**config.mk**
```make
export PLATFORM = sky130hd
export DESIGN_NAME = sha256_stream_hasher_flat
export DESIGN_NICKNAME = d
export VERILOG_FILES = /design/src/s256_pkg.sv /design/src/s256_in_if.sv /design/src/s256_out_if.sv /design/src/sha256_stream_hasher.sv /design/src/flat_wrapper.sv
export SDC_FILE = /design/constraint.sdc
export NUM_CORES = 2
export LEC_CHECK = 0
export ABC_CLOCK_PERIOD_IN_PS = 21400
export BUFFER_PORTS_ARGS = -buffer_cell sky130_fd_sc_hd__buf_2
export CAP_MARGIN = 10
export CORE_MARGIN = 5
export CORE_UTILIZATION = 40
export CTS_CLUSTER_SIZE = 24
export DETAILED_ROUTE_END_ITERATION = 7
export GPL_ROUTABILITY_DRIVEN = 0
export PLACE_DENSITY = 0.53
export SYNTH_ARGS = -nofsm -noshare
export SYNTH_HDL_FRONTEND = slang
export SYNTH_SLANG_ARGS = --single-unit
```
**constraint.sdc**
```tcl
create_clock -name clk_i -period 21.4 [get_ports clk_i]
set_input_delay 2.14 -clock clk_i [delete_from_list [all_inputs] [get_ports clk_i]]
set_output_delay 2.14 -clock clk_i [all_outputs]
set_load 0.01 [all_outputs]
```
**src/s256_pkg.sv**
```systemverilog
// s256_pkg: constants and round functions for the SHA-256 stream hasher.
// No dependencies.
`timescale 1ns / 1ps
package s256_pkg;

  localparam logic [31:0] RoundK [64] = '{
    32'h428a2f98, 32'h71374491, 32'hb5c0fbcf, 32'he9b5dba5,
    32'h3956c25b, 32'h59f111f1, 32'h923f82a4, 32'hab1c5ed5,
    32'hd807aa98, 32'h12835b01, 32'h243185be, 32'h550c7dc3,
    32'h72be5d74, 32'h80deb1fe, 32'h9bdc06a7, 32'hc19bf174,
    32'he49b69c1, 32'hefbe4786, 32'h0fc19dc6, 32'h240ca1cc,
    32'h2de92c6f, 32'h4a7484aa, 32'h5cb0a9dc, 32'h76f988da,
    32'h983e5152, 32'ha831c66d, 32'hb00327c8, 32'hbf597fc7,
    32'hc6e00bf3, 32'hd5a79147, 32'h06ca6351, 32'h14292967,
    32'h27b70a85, 32'h2e1b2138, 32'h4d2c6dfc, 32'h53380d13,
    32'h650a7354, 32'h766a0abb, 32'h81c2c92e, 32'h92722c85,
    32'ha2bfe8a1, 32'ha81a664b, 32'hc24b8b70, 32'hc76c51a3,
    32'hd192e819, 32'hd6990624, 32'hf40e3585, 32'h106aa070,
    32'h19a4c116, 32'h1e376c08, 32'h2748774c, 32'h34b0bcb5,
    32'h391c0cb3, 32'h4ed8aa4a, 32'h5b9cca4f, 32'h682e6ff3,
    32'h748f82ee, 32'h78a5636f, 32'h84c87814, 32'h8cc70208,
    32'h90befffa, 32'ha4506ceb, 32'hbef9a3f7, 32'hc67178f2
  };

  localparam logic [31:0] IvWords [8] = '{
    32'h6a09e667, 32'hbb67ae85, 32'h3c6ef372, 32'ha54ff53a,
    32'h510e527f, 32'h9b05688c, 32'h1f83d9ab, 32'h5be0cd19
  };

  localparam logic [7:0] PadByte   = 8'h80;
  localparam int unsigned LenStart = 56;

  typedef logic [31:0] word_t;

  typedef struct packed {
    logic       command;
    logic [7:0] data_byte;
  } in_item_t;

  typedef struct packed {
    logic [31:0] digest_word;
    logic [2:0]  word_index;
    logic        last_word;
  } out_item_t;

  function automatic word_t rotr(input word_t v, input int unsigned n);
    rotr = (v >> n) | (v << (32 - n));
  endfunction

  function automatic word_t sig0(input word_t x);
    sig0 = rotr(x, 7) ^ rotr(x, 18) ^ (x >> 3);
  endfunction

  function automatic word_t sig1(input word_t x);
    sig1 = rotr(x, 17) ^ rotr(x, 19) ^ (x >> 10);
  endfunction

  function automatic word_t bsig0(input word_t x);
    bsig0 = rotr(x, 2) ^ rotr(x, 13) ^ rotr(x, 22);
  endfunction

  function automatic word_t bsig1(input word_t x);
    bsig1 = rotr(x, 6) ^ rotr(x, 11) ^ rotr(x, 25);
  endfunction

endpackage

```
**src/s256_in_if.sv**
```systemverilog
// s256_in_if: input item channel (valid/ready).
// Depends on s256_pkg.
`timescale 1ns / 1ps
interface s256_in_if;
  import s256_pkg::*;
  logic     valid;
  logic     ready;
  in_item_t payload;
  modport source (output valid, output payload, input ready);
  modport sink (input valid, input payload, output ready);
endinterface

```
**src/s256_out_if.sv**
```systemverilog
// s256_out_if: result item channel (valid/ready).
// Depends on s256_pkg.
`timescale 1ns / 1ps
interface s256_out_if;
  import s256_pkg::*;
  logic      valid;
  logic      ready;
  out_item_t payload;
  modport source (output valid, output payload, input ready);
  modport sink (input valid, input payload, output ready);
endinterface

```
**src/sha256_stream_hasher.sv**
```systemverilog
// Streaming SHA-256 hasher. Absorb item: store the byte, plus a compression
// when the 64th byte of a block arrives (a load phase reading the block from a
// 64x8 synchronous memory, 64 rounds at one per cycle, then an add step).
// Finalize: one or two (plus one in double mode) compressed blocks,
// then eight result items. Reset clears all control state asynchronously.
// Depends on s256_pkg, s256_in_if, s256_out_if.
`timescale 1ns / 1ps
module sha256_stream_hasher (
  input  logic        clk_i,
  input  logic        rst_ni,
  input  logic        cfg_we_i,
  input  logic        cfg_wdata_i,
  s256_in_if.sink     in_if,
  s256_out_if.source  out_if
);
  import s256_pkg::*;

  localparam logic [2:0] StIdle = 3'd0;
  localparam logic [2:0] StLoad = 3'd1;
  localparam logic [2:0] StRnd  = 3'd2;
  localparam logic [2:0] StAdd  = 3'd3;
  localparam logic [2:0] StOut  = 3'd4;

  localparam logic [1:0] SrcData = 2'd0;
  localparam logic [1:0] SrcPad  = 2'd1;
  localparam logic [1:0] SrcLen  = 2'd2;
  localparam logic [1:0] SrcDig  = 2'd3;

  logic [2:0]  st_q;
  logic        dbl_q;
  logic [60:0] cnt_q;
  logic [5:0]  fill_q;
  word_t       cv_q [8];
  word_t       v_q [8];
  word_t       w_q [16];
  logic [6:0]  rc_q;
  logic [1:0]  bsrc_q;
  logic        fin_q;
  logic [2:0]  oi_q;

  logic [7:0]  mem [64];
  logic [7:0]  rd_q;
  logic [5:0]  rd_addr;

  // byte order: four bytes per schedule word, first byte most significant (load phase reads memory)
  logic [5:0]  lb;
  assign lb = rc_q[5:0];

  always_comb begin
    rd_addr = lb + 6'd1;
    if (st_q == StIdle) rd_addr = 6'd0;
  end

  always_ff @(posedge clk_i) begin
    if (in_if.valid && in_if.ready && !in_if.payload.command) begin
      mem[fill_q] <= in_if.payload.data_byte;
    end
    rd_q <= mem[rd_addr];
  end

  // byte for position lb of current padded block (memory data is for lb)
  logic [7:0]  pb;
  logic [63:0] bits;
  logic [5:0]  lidx;
  logic [4:0]  didx;
  word_t       dw;
  assign bits = {cnt_q, 3'b000};
  assign lidx = lb - 6'(LenStart);
  assign didx = lb[4:0];
  assign dw   = cv_q[didx[4:2]];
  always_comb begin
    pb = 8'h00;
    case (bsrc_q)
      SrcData: begin
        if (!fin_q) pb = rd_q;
        else begin
          if (lb < fill_q) pb = rd_q;
          else if (lb == fill_q) pb = PadByte;
          if (fill_q < 6'(LenStart) && lb >= 6'(LenStart))
            pb = bits[8'(63 - 8 * lidx[2:0]) -: 8];
        end
      end
      SrcPad: begin
        if (lb == fill_q && !fin_q) pb = PadByte;
        if (lb >= 6'(LenStart)) pb = bits[8'(63 - 8 * lidx[2:0]) -: 8];
      end
      SrcLen: begin
        if (lb >= 6'(LenStart)) pb = bits[8'(63 - 8 * lidx[2:0]) -: 8];
      end
      SrcDig: begin
        if (lb < 6'd32) pb = dw[8'(31 - 8 * didx[1:0]) -: 8];
        else if (lb == 6'd32) pb = PadByte;
        else if (lb == 6'd62) pb = 8'h01;
      end
      default: pb = 8'h00;
    endcase
  end

  // round logic
  word_t wcur, wnew, t1, t2;
  logic  hasfull;
  assign wcur = w_q[0];
  assign wnew = w_q[0] + sig0(w_q[1]) + w_q[9] + sig1(w_q[14]);
  assign t1 = v_q[7] + bsig1(v_q[4]) + ((v_q[4] & v_q[5]) ^ (~v_q[4] & v_q[6]))
              + RoundK[rc_q[5:0]] + wcur;
  assign t2 = bsig0(v_q[0]) + ((v_q[0] & v_q[1]) ^ (v_q[0] & v_q[2]) ^ (v_q[1] & v_q[2]));
  assign hasfull = 1'b0;

  logic acc;
  assign acc = in_if.valid && in_if.ready;
  assign in_if.ready = (st_q == StIdle);

  // control state machine and chaining value source for the next block start
  always_ff @(posedge clk_i or negedge rst_ni) begin
    if (!rst_ni) begin
      st_q   <= StIdle;
      dbl_q  <= 1'b0;
      cnt_q  <= '0;
      fill_q <= '0;
      rc_q   <= '0;
      bsrc_q <= SrcData;
      fin_q  <= 1'b0;
      oi_q   <= '0;
      for (int i = 0; i < 8; i++) cv_q[i] <= IvWords[i];
    end else begin
      if (cfg_we_i) dbl_q <= cfg_wdata_i;
      case (st_q)
        StIdle: begin
          if (acc) begin
            rc_q <= '0;
            if (!in_if.payload.command) begin
              cnt_q  <= cnt_q + 61'd1;
              fill_q <= fill_q + 6'd1;
              if (fill_q == 6'd63) begin
                bsrc_q <= SrcData;
                fin_q  <= 1'b0;
                st_q   <= StLoad;
              end
            end else begin
              bsrc_q <= SrcData;
              fin_q  <= 1'b1;
              st_q   <= StLoad;
            end
          end
        end
        StLoad: begin
          rc_q <= rc_q + 7'd1;
          if (rc_q[5:0] == 6'd63) begin
            rc_q <= '0;
            st_q <= StRnd;
          end
        end
        StRnd: begin
          rc_q <= rc_q + 7'd1;
          if (rc_q[5:0] == 6'd63) st_q <= StAdd;
        end
        StAdd: begin
          rc_q <= '0;
          for (int i = 0; i < 8; i++) cv_q[i] <= cv_q[i] + v_q[i];
          if (!fin_q) begin
            fill_q <= '0;
            st_q   <= StIdle;
          end else if (bsrc_q == SrcData && fill_q > 6'd55) begin
            bsrc_q <= SrcLen;
            st_q   <= StLoad;
          end else if (bsrc_q != SrcDig && dbl_q) begin
            bsrc_q <= SrcDig;
            st_q   <= StLoad;
          end else begin
            st_q <= StOut;
            oi_q <= '0;
          end
        end
        StOut: begin
          if (out_if.ready) begin
            oi_q <= oi_q + 3'd1;
            if (oi_q == 3'd7) begin
              st_q   <= StIdle;
              cnt_q  <= '0;
              fill_q <= '0;
              fin_q  <= 1'b0;
              for (int i = 0; i < 8; i++) cv_q[i] <= IvWords[i];
            end
          end
        end
        default: st_q <= StIdle;
      endcase
      // the digest block starts from the IV; capture digest into w path below
      if (st_q == StLoad && rc_q[5:0] == 6'd63 && bsrc_q == SrcDig) begin
        for (int i = 0; i < 8; i++) cv_q[i] <= IvWords[i];
      end
    end
  end

  // working variables and schedule window; load shifts the block in bytewise
  always_ff @(posedge clk_i) begin
    if (st_q == StLoad) begin
      for (int i = 0; i < 15; i++) w_q[i] <= {w_q[i][23:0], w_q[i + 1][31:24]};
      w_q[15] <= {w_q[15][23:0], pb};
      if (rc_q[5:0] == 6'd63) begin
        for (int i = 0; i < 8; i++) v_q[i] <= (bsrc_q == SrcDig) ? IvWords[i] : cv_q[i];
      end
    end else if (st_q == StRnd) begin
      for (int i = 0; i < 15; i++) w_q[i] <= w_q[i + 1];
      w_q[15] <= wnew;
      v_q[7] <= v_q[6];
      v_q[6] <= v_q[5];
      v_q[5] <= v_q[4];
      v_q[4] <= v_q[3] + t1;
      v_q[3] <= v_q[2];
      v_q[2] <= v_q[1];
      v_q[1] <= v_q[0];
      v_q[0] <= t1 + t2 + {31'd0, hasfull};
    end
  end

  assign out_if.valid = (st_q == StOut);
  assign out_if.payload.digest_word = cv_q[oi_q];
  assign out_if.payload.word_index  = oi_q;
  assign out_if.payload.last_word   = (oi_q == 3'd7);

  a_out_only_in_out: assert property (@(posedge clk_i) disable iff (!rst_ni)
    out_if.valid |-> !in_if.ready) else $error("output while accepting");
  a_fill_clear: assert property (@(posedge clk_i) disable iff (!rst_ni)
    (out_if.valid && out_if.ready && out_if.payload.last_word) |=> (fill_q == 6'd0))
    else $error("fill not cleared after digest");
  a_idx_step: assert property (@(posedge clk_i) disable iff (!rst_ni)
    (out_if.valid && out_if.ready && !out_if.payload.last_word) |=> out_if.valid)
    else $error("digest words interrupted");
endmodule

```
**src/flat_wrapper.sv**
```systemverilog
// flat-port wrapper written by rule: the top's interface ports become plain ports
module sha256_stream_hasher_flat import s256_pkg::*;
  (clk_i, rst_ni, cfg_we_i, cfg_wdata_i, in_if_valid, in_if_payload, in_if_ready, out_if_valid, out_if_payload, out_if_ready);
  s256_in_if in_if_i ();
  s256_out_if out_if_i ();
  input  logic clk_i;
  input  logic rst_ni;
  input  logic cfg_we_i;
  input  logic cfg_wdata_i;
  input wire logic [$bits(in_if_i.valid)-1:0] in_if_valid;
  input wire logic [$bits(in_if_i.payload)-1:0] in_if_payload;
  output wire logic [$bits(in_if_i.ready)-1:0] in_if_ready;
  output wire logic [$bits(out_if_i.valid)-1:0] out_if_valid;
  output wire logic [$bits(out_if_i.payload)-1:0] out_if_payload;
  input wire logic [$bits(out_if_i.ready)-1:0] out_if_ready;
  assign in_if_i.valid = in_if_valid;
  assign in_if_i.payload = in_if_payload;
  assign in_if_ready = in_if_i.ready;
  assign out_if_valid = out_if_i.valid;
  assign out_if_payload = out_if_i.payload;
  assign out_if_i.ready = out_if_ready;
  sha256_stream_hasher u_core (.clk_i(clk_i), .rst_ni(rst_ni), .cfg_we_i(cfg_we_i), .cfg_wdata_i(cfg_wdata_i), .in_if(in_if_i), .out_if(out_if_i));
endmodule
```
After elaboration in Yosys (flattened, before gate mapping)
Memories as Yosys holds them, arrays and structs flattened. A register that Yosys moved wholly into a read port is not among the register bits.
Index checks and enable logic that the tools add are counted.
W data, S select, Z words.
{"block": "op_classes", "mux": 109, "n_bitwise": 54, "magnitude_cmp": 8, "add_sub_neg": 26, "shift": 2, "n_reduce_logical": 26, "n_eq_ne": 28}
{"operator": "$mux W32", "count": 38}
{"operator": "$mux W256", "count": 3}
{"operator": "$add A32 B32 Y32", "count": 18}
{"operator": "$pmux W256 S2", "count": 1}
{"operator": "$xor A32 B32 Y32", "count": 9}
{"operator": "$mux W61", "count": 4}
{"operator": "$bmux W32 S3", "count": 2}
{"operator": "$and A32 B32 Y32", "count": 5}
{"operator": "$pmux W61 S2", "count": 1}
{"operator": "$mux W8", "count": 9}
{"operator": "$shiftx A71 B9 Y8", "count": 1}
{"operator": "$add A61 B1 Y61 const B", "count": 1}
{"operator": "$mux W3", "count": 14}
{"operator": "$shiftx A39 B9 Y8", "count": 1}
{"operator": "$mux W6", "count": 6}
{"operator": "$not A32 Y32", "count": 1}
{"operator": "$or A10 B32 Y32", "count": 1}
{"operator": "$or A13 B32 Y32", "count": 1}
{"operator": "$or A14 B32 Y32", "count": 1}
{"operator": "$or A15 B32 Y32", "count": 1}
{"operator": "$or A19 B32 Y32", "count": 1}
{"operator": "$or A21 B32 Y32", "count": 1}
{"operator": "$or A25 B32 Y32", "count": 1}
{"operator": "$or A26 B32 Y32", "count": 1}
{"operator": "51 further kinds", "count": 131}
{"block": "word_totals", "reg_bits": 340, "n_memories": 4, "mem_bits_ro": 2048, "word_cells": 273, "mem_bits_rw": 1280}
{"name": "(name not given)", "words": 64, "word_bits": 32, "rd": 1, "rd_ports_with_merged_regs": 0, "write_ports": 0, "line_no": "sha256_stream_hasher.sv:105", "text": "+ RoundK[rc_q[5:0]] + wcur;"}
{"name": "u_core.mem", "words": 64, "word_bits": 8, "rd": 1, "rd_ports_with_merged_regs": 1, "write_ports": 1, "line_no": "sha256_stream_hasher.sv:41", "text": "logic [7:0] mem [64];"}
{"name": "u_core.w_q", "words": 16, "word_bits": 32, "rd": 16, "rd_ports_with_merged_regs": 0, "write_ports": 16, "line_no": "sha256_stream_hasher.sv:35", "text": "word_t w_q [16];"}
{"name": "u_core.v_q", "words": 8, "word_bits": 32, "rd": 8, "rd_ports_with_merged_regs": 0, "write_ports": 8, "line_no": "sha256_stream_hasher.sv:34", "text": "word_t v_q [8];"}

Depth between registers and ports, before layout
An unclocked memory read counts as a cell.
{"block": "depth", "word_depth": 10, "ltp_mapped": 46, "mapped_depth_nobuf": 38}

Worst setup path after synthesis
OpenSTA, ideal clock, no wires.
{"block": "synth_timing", "path_type": "register to register", "from": "reg u_core.rc_q[2]", "to": "mem u_core.v_q[0][0] (netlist name) (enable)", "required_ns": 20.173, "synth_period_minus_slack_ns": 20.792, "stages_incl_launch_ff": 8, "path_slack_ns": 0.608, "arrival_ns": 19.565, "path_cell_list": "dfrtp_1 buf_2 buf_2 buf_2 buf_2 nand3_1 nand2b_1 o21ai_0"}
{"item": "start: declaration", "line_no": "sha256_stream_hasher.sv:36", "text": "logic [6:0] rc_q;"}
{"item": "start signal: assignment", "line_no": "sha256_stream_hasher.sv:147", "text": "rc_q <= rc_q + 7'd1;"}
{"item": "start signal: assignment", "line_no": "sha256_stream_hasher.sv:154", "text": "rc_q <= rc_q + 7'd1;"}
{"item": "end: declaration", "line_no": "sha256_stream_hasher.sv:34"}

==> reports/results.txt <==
arrival time of the worst setup path: 11640 ps
overall overflow remaining after global route: 0
synthesized area per cell: 10.2 um2
antenna viol nets, final: 0
delay of the slowest critical-path stage: 730 ps
outcome: finished with violations
violated checks: design-rule violations
fraction of the cycle the final worst path needs: 51.9%
clock transition at the registers of the reported paths: 60 ps
post-cts sizing count: 0
measured slew at the worst slew-check pin: 1410 ps
cell at the root of the clock tree: clkbuf_16
Die H: 506 um
DRC: 8
worst-path fanout max: 67
total number of vias: 74900
TritonCTS clock tree: done
fraction of layout cells with a size suffix above 1: 9.68%
via density per instance: 5.87
setup repair after global routing missed its margin: no
total of buffers placed on input and output ports: 52
total number of placement rows: 182
post-synthesis cell type count: 89
async set-or-reset flop fraction in the synthesized netlist: 20.8%
summed negative setup slack over all endpoints: 0 ps
final setup violation count: 0
type of the setup path with the least slack: flip-flop to flip-flop
relative max-transition margin: 5.77%
Multi-input gate area: 48100 um2
mean routed wirelength per cell: 25.7 um
global router's overall resource usage: 24.9%
number of flops mapped to enable cells by yosys: 1280
vias in the first global route: 71200
fill cell total of the finished layout: 23100
final max-slew violation count: 0
Synth-to-Final Area Change: 9.64%
First-pass DRT Iterations: 8
Critical Path Slowest Stage Cell: inv_4
Clock Latency Late Sink: 890 ps
post-synth net total: 10200
number of endpoints with negative hold slack in the final report: 0
library cell with the largest summed area after synthesis: edfxtp_1
Yosys warning total: 0
Num CTS Buffers: 190
Clock Path Buffers: 3
Post-synth top flop: edfxtp_1
# nets final: 9991
#FFs+latches synth: 1627
CTS sink count: 1627
overall die width: 506 um
CTS H-tree depth: 4
antenna violations before repair: 16
top cell type's share of synthesized area: 39.0%
reg2reg setup slack: 10300 ps
placed inst area: 102000 um2
final critical path time including I/O delays and setup: 11100 ps
clock skew: 70.5 ps
number of instances in the synthesized netlist: 9623
Ports: 53
finished layout cell area: 108000 um2
initial drt markers: 8956
wire length of the first global-routing pass: 483000 um
required time at the endpoint of the critical path: 21940 ps
pin count of the biggest net entering global routing: 232
Floorplan Core Area: 245000 um2
flip-flop and latch area: 47300 um2
worst min path class: flip-flop to flip-flop
CP Capture Type: flip-flop
Critical Path Source Type: flip-flop
count of buffers added by post-CTS timing repair for setup: 0
area of the die: 256000 um2
effective utilization at floorplan: 40.1%
total length of routed wires: 329000 um
DP HPWL: 230000 um
main area contributors after synthesis: edfxtp_1, nand2_1, dfrtp_1
fraction of the yosys area taken by sequential cells: 48.0%
number of hold-repair buffers added at the cts stage: 0
max_cap viols: 0
netlist area before placement: 98500 um2
maximum clock frequency: 90.1 MHz
worst max-delay path, delay by kind of cell (launching register included):
| kind | cells | cell delay (ps) |
|---|---|---|
| adders and majority gates | 8 | 3810 |
| AOI/OAI and AO/OA | 15 | 3610 |
| buffers and inverters | 4 | 940 |
| and+or+nand+nor | 4 | 890 |
| DFF | 1 | 650 |
| muxes | 1 | 470 |
| xor gates and xnor gates | 2 | 360 |
layout by cell type, fill, tap and decap left out, drive strengths merged, types with 53 or more instances in the layout:
master,Yosys,layout
a21oi,535,535
a21o,156,156
nand2,2283,2283
mux2i,89,89
dfrtp,203,203
xor2,220,220
ha,400,400
mux2,89,89
o21ai,669,669
xnor2,382,382
or3,79,79
clkinv,3,97
mux4,196,196
o221ai,62,62
nand2b,84,84
buf,74,150
a31oi,53,53
nor2,482,482
clkbuf,510,235
nand3,233,233
fa,195,195
o21bai,55,55
a211oi,93,93
nor3,102,102
edfxtp,1280,1280
inv,278,282
dfstp,136,136
nor2b,55,55
worst paths after layout:
path | start | end | cells after the start
max in group asynchronous | rst_ni | u_core.rc_q[3] | 3
min | u_core.w_q[12][13] | u_core.w_q[12][21] | 2
min in group asynchronous | rst_ni | u_core.cv_q[135] | 1
min reg2reg | u_core.w_q[12][13] | u_core.w_q[12][21] | 2
max | u_core.rc_q[0] | u_core.v_q[0][30] | 34
max reg2reg | u_core.rc_q[0] | u_core.v_q[0][30] | 34
state kept, by name, summed over array words and instances (netlist names):
signal / count
u_core.v_q: 256
u_core.rd_q: 8
u_core.w_q: 512
u_core.fill_q: 6
u_core.bsrc_q: 2
u_core.dbl_q: 1
u_core.fin_q: 1
u_core.rc_q: 6
u_core.oi_q: 3
u_core.mem: 512
u_core.st_q: 3
u_core.cnt_q: 61
u_core.cv_q: 256
stage by stage:
step	cells	hold slack (ps)	utilization (%)	worst slack [ps]
6_report	12800	485	44.0	10300
5_1_grt	12800	497	44.0	9700
4_1_cts	12800	476	44.0	10470
3_5_place_dp	12400	516	41.4	10540
3_3_place_gp	12400	519	41.4	10490
2_1_floorplan	9623	481	-	608
metal layers:
metal	share of wire, %	global-route usage (%)	wire length [um]
met1	45	36.3	147000
met2	43	36.8	141000
met3	9.0	6.04	29600
met4	3.4	7.57	11100
met5	0.022	0	72
final cells by class:
type / instances / area share [%]
multi-input cells: 7131 / 44.6
clock buffers: 235 / 4.67
clock inverters: 120 / 1.28
flip-flops and latches: 1627 / 43.8
inverters: 281 / 0.985
well taps: 3220 / 3.73
diodes: 6 / 0.0139
repair buffers: 150 / 1.01
cells by family (layout without fill, tap and decap cells):
family	after synthesis	count (layout)	synth area share, %
flip-flops	1627	1627	48.0
multiplexers	374	374	6.40
adder cells (fa/ha/maj)	616	616	9.25
AND/OR/NAND/NOR	3498	3498	14.9
buffers and inverters	865	786	3.33
AO/OA/AOI/OAI	2041	2041	12.8
XOR/XNOR	602	602	5.35
other	0	6	0
Yosys cell counts, types with 93 or more instances:
master / n
nand2_1: 2282
edfxtp_1: 1280
o21ai_0: 665
a21oi_1: 535
clkbuf_1: 510
nor2_1: 481
ha_1: 400
xnor2_1: 382
inv_1: 276
nand3_1: 233
xor2_1: 220
dfrtp_1: 203
mux4_2: 196
fa_1: 195
a21o_1: 156
dfstp_2: 136
nor3_1: 102
a211oi_1: 93
Power is not shown: default switching activity piles up to over one toggle a cycle in this logic, so the estimate is an artifact.
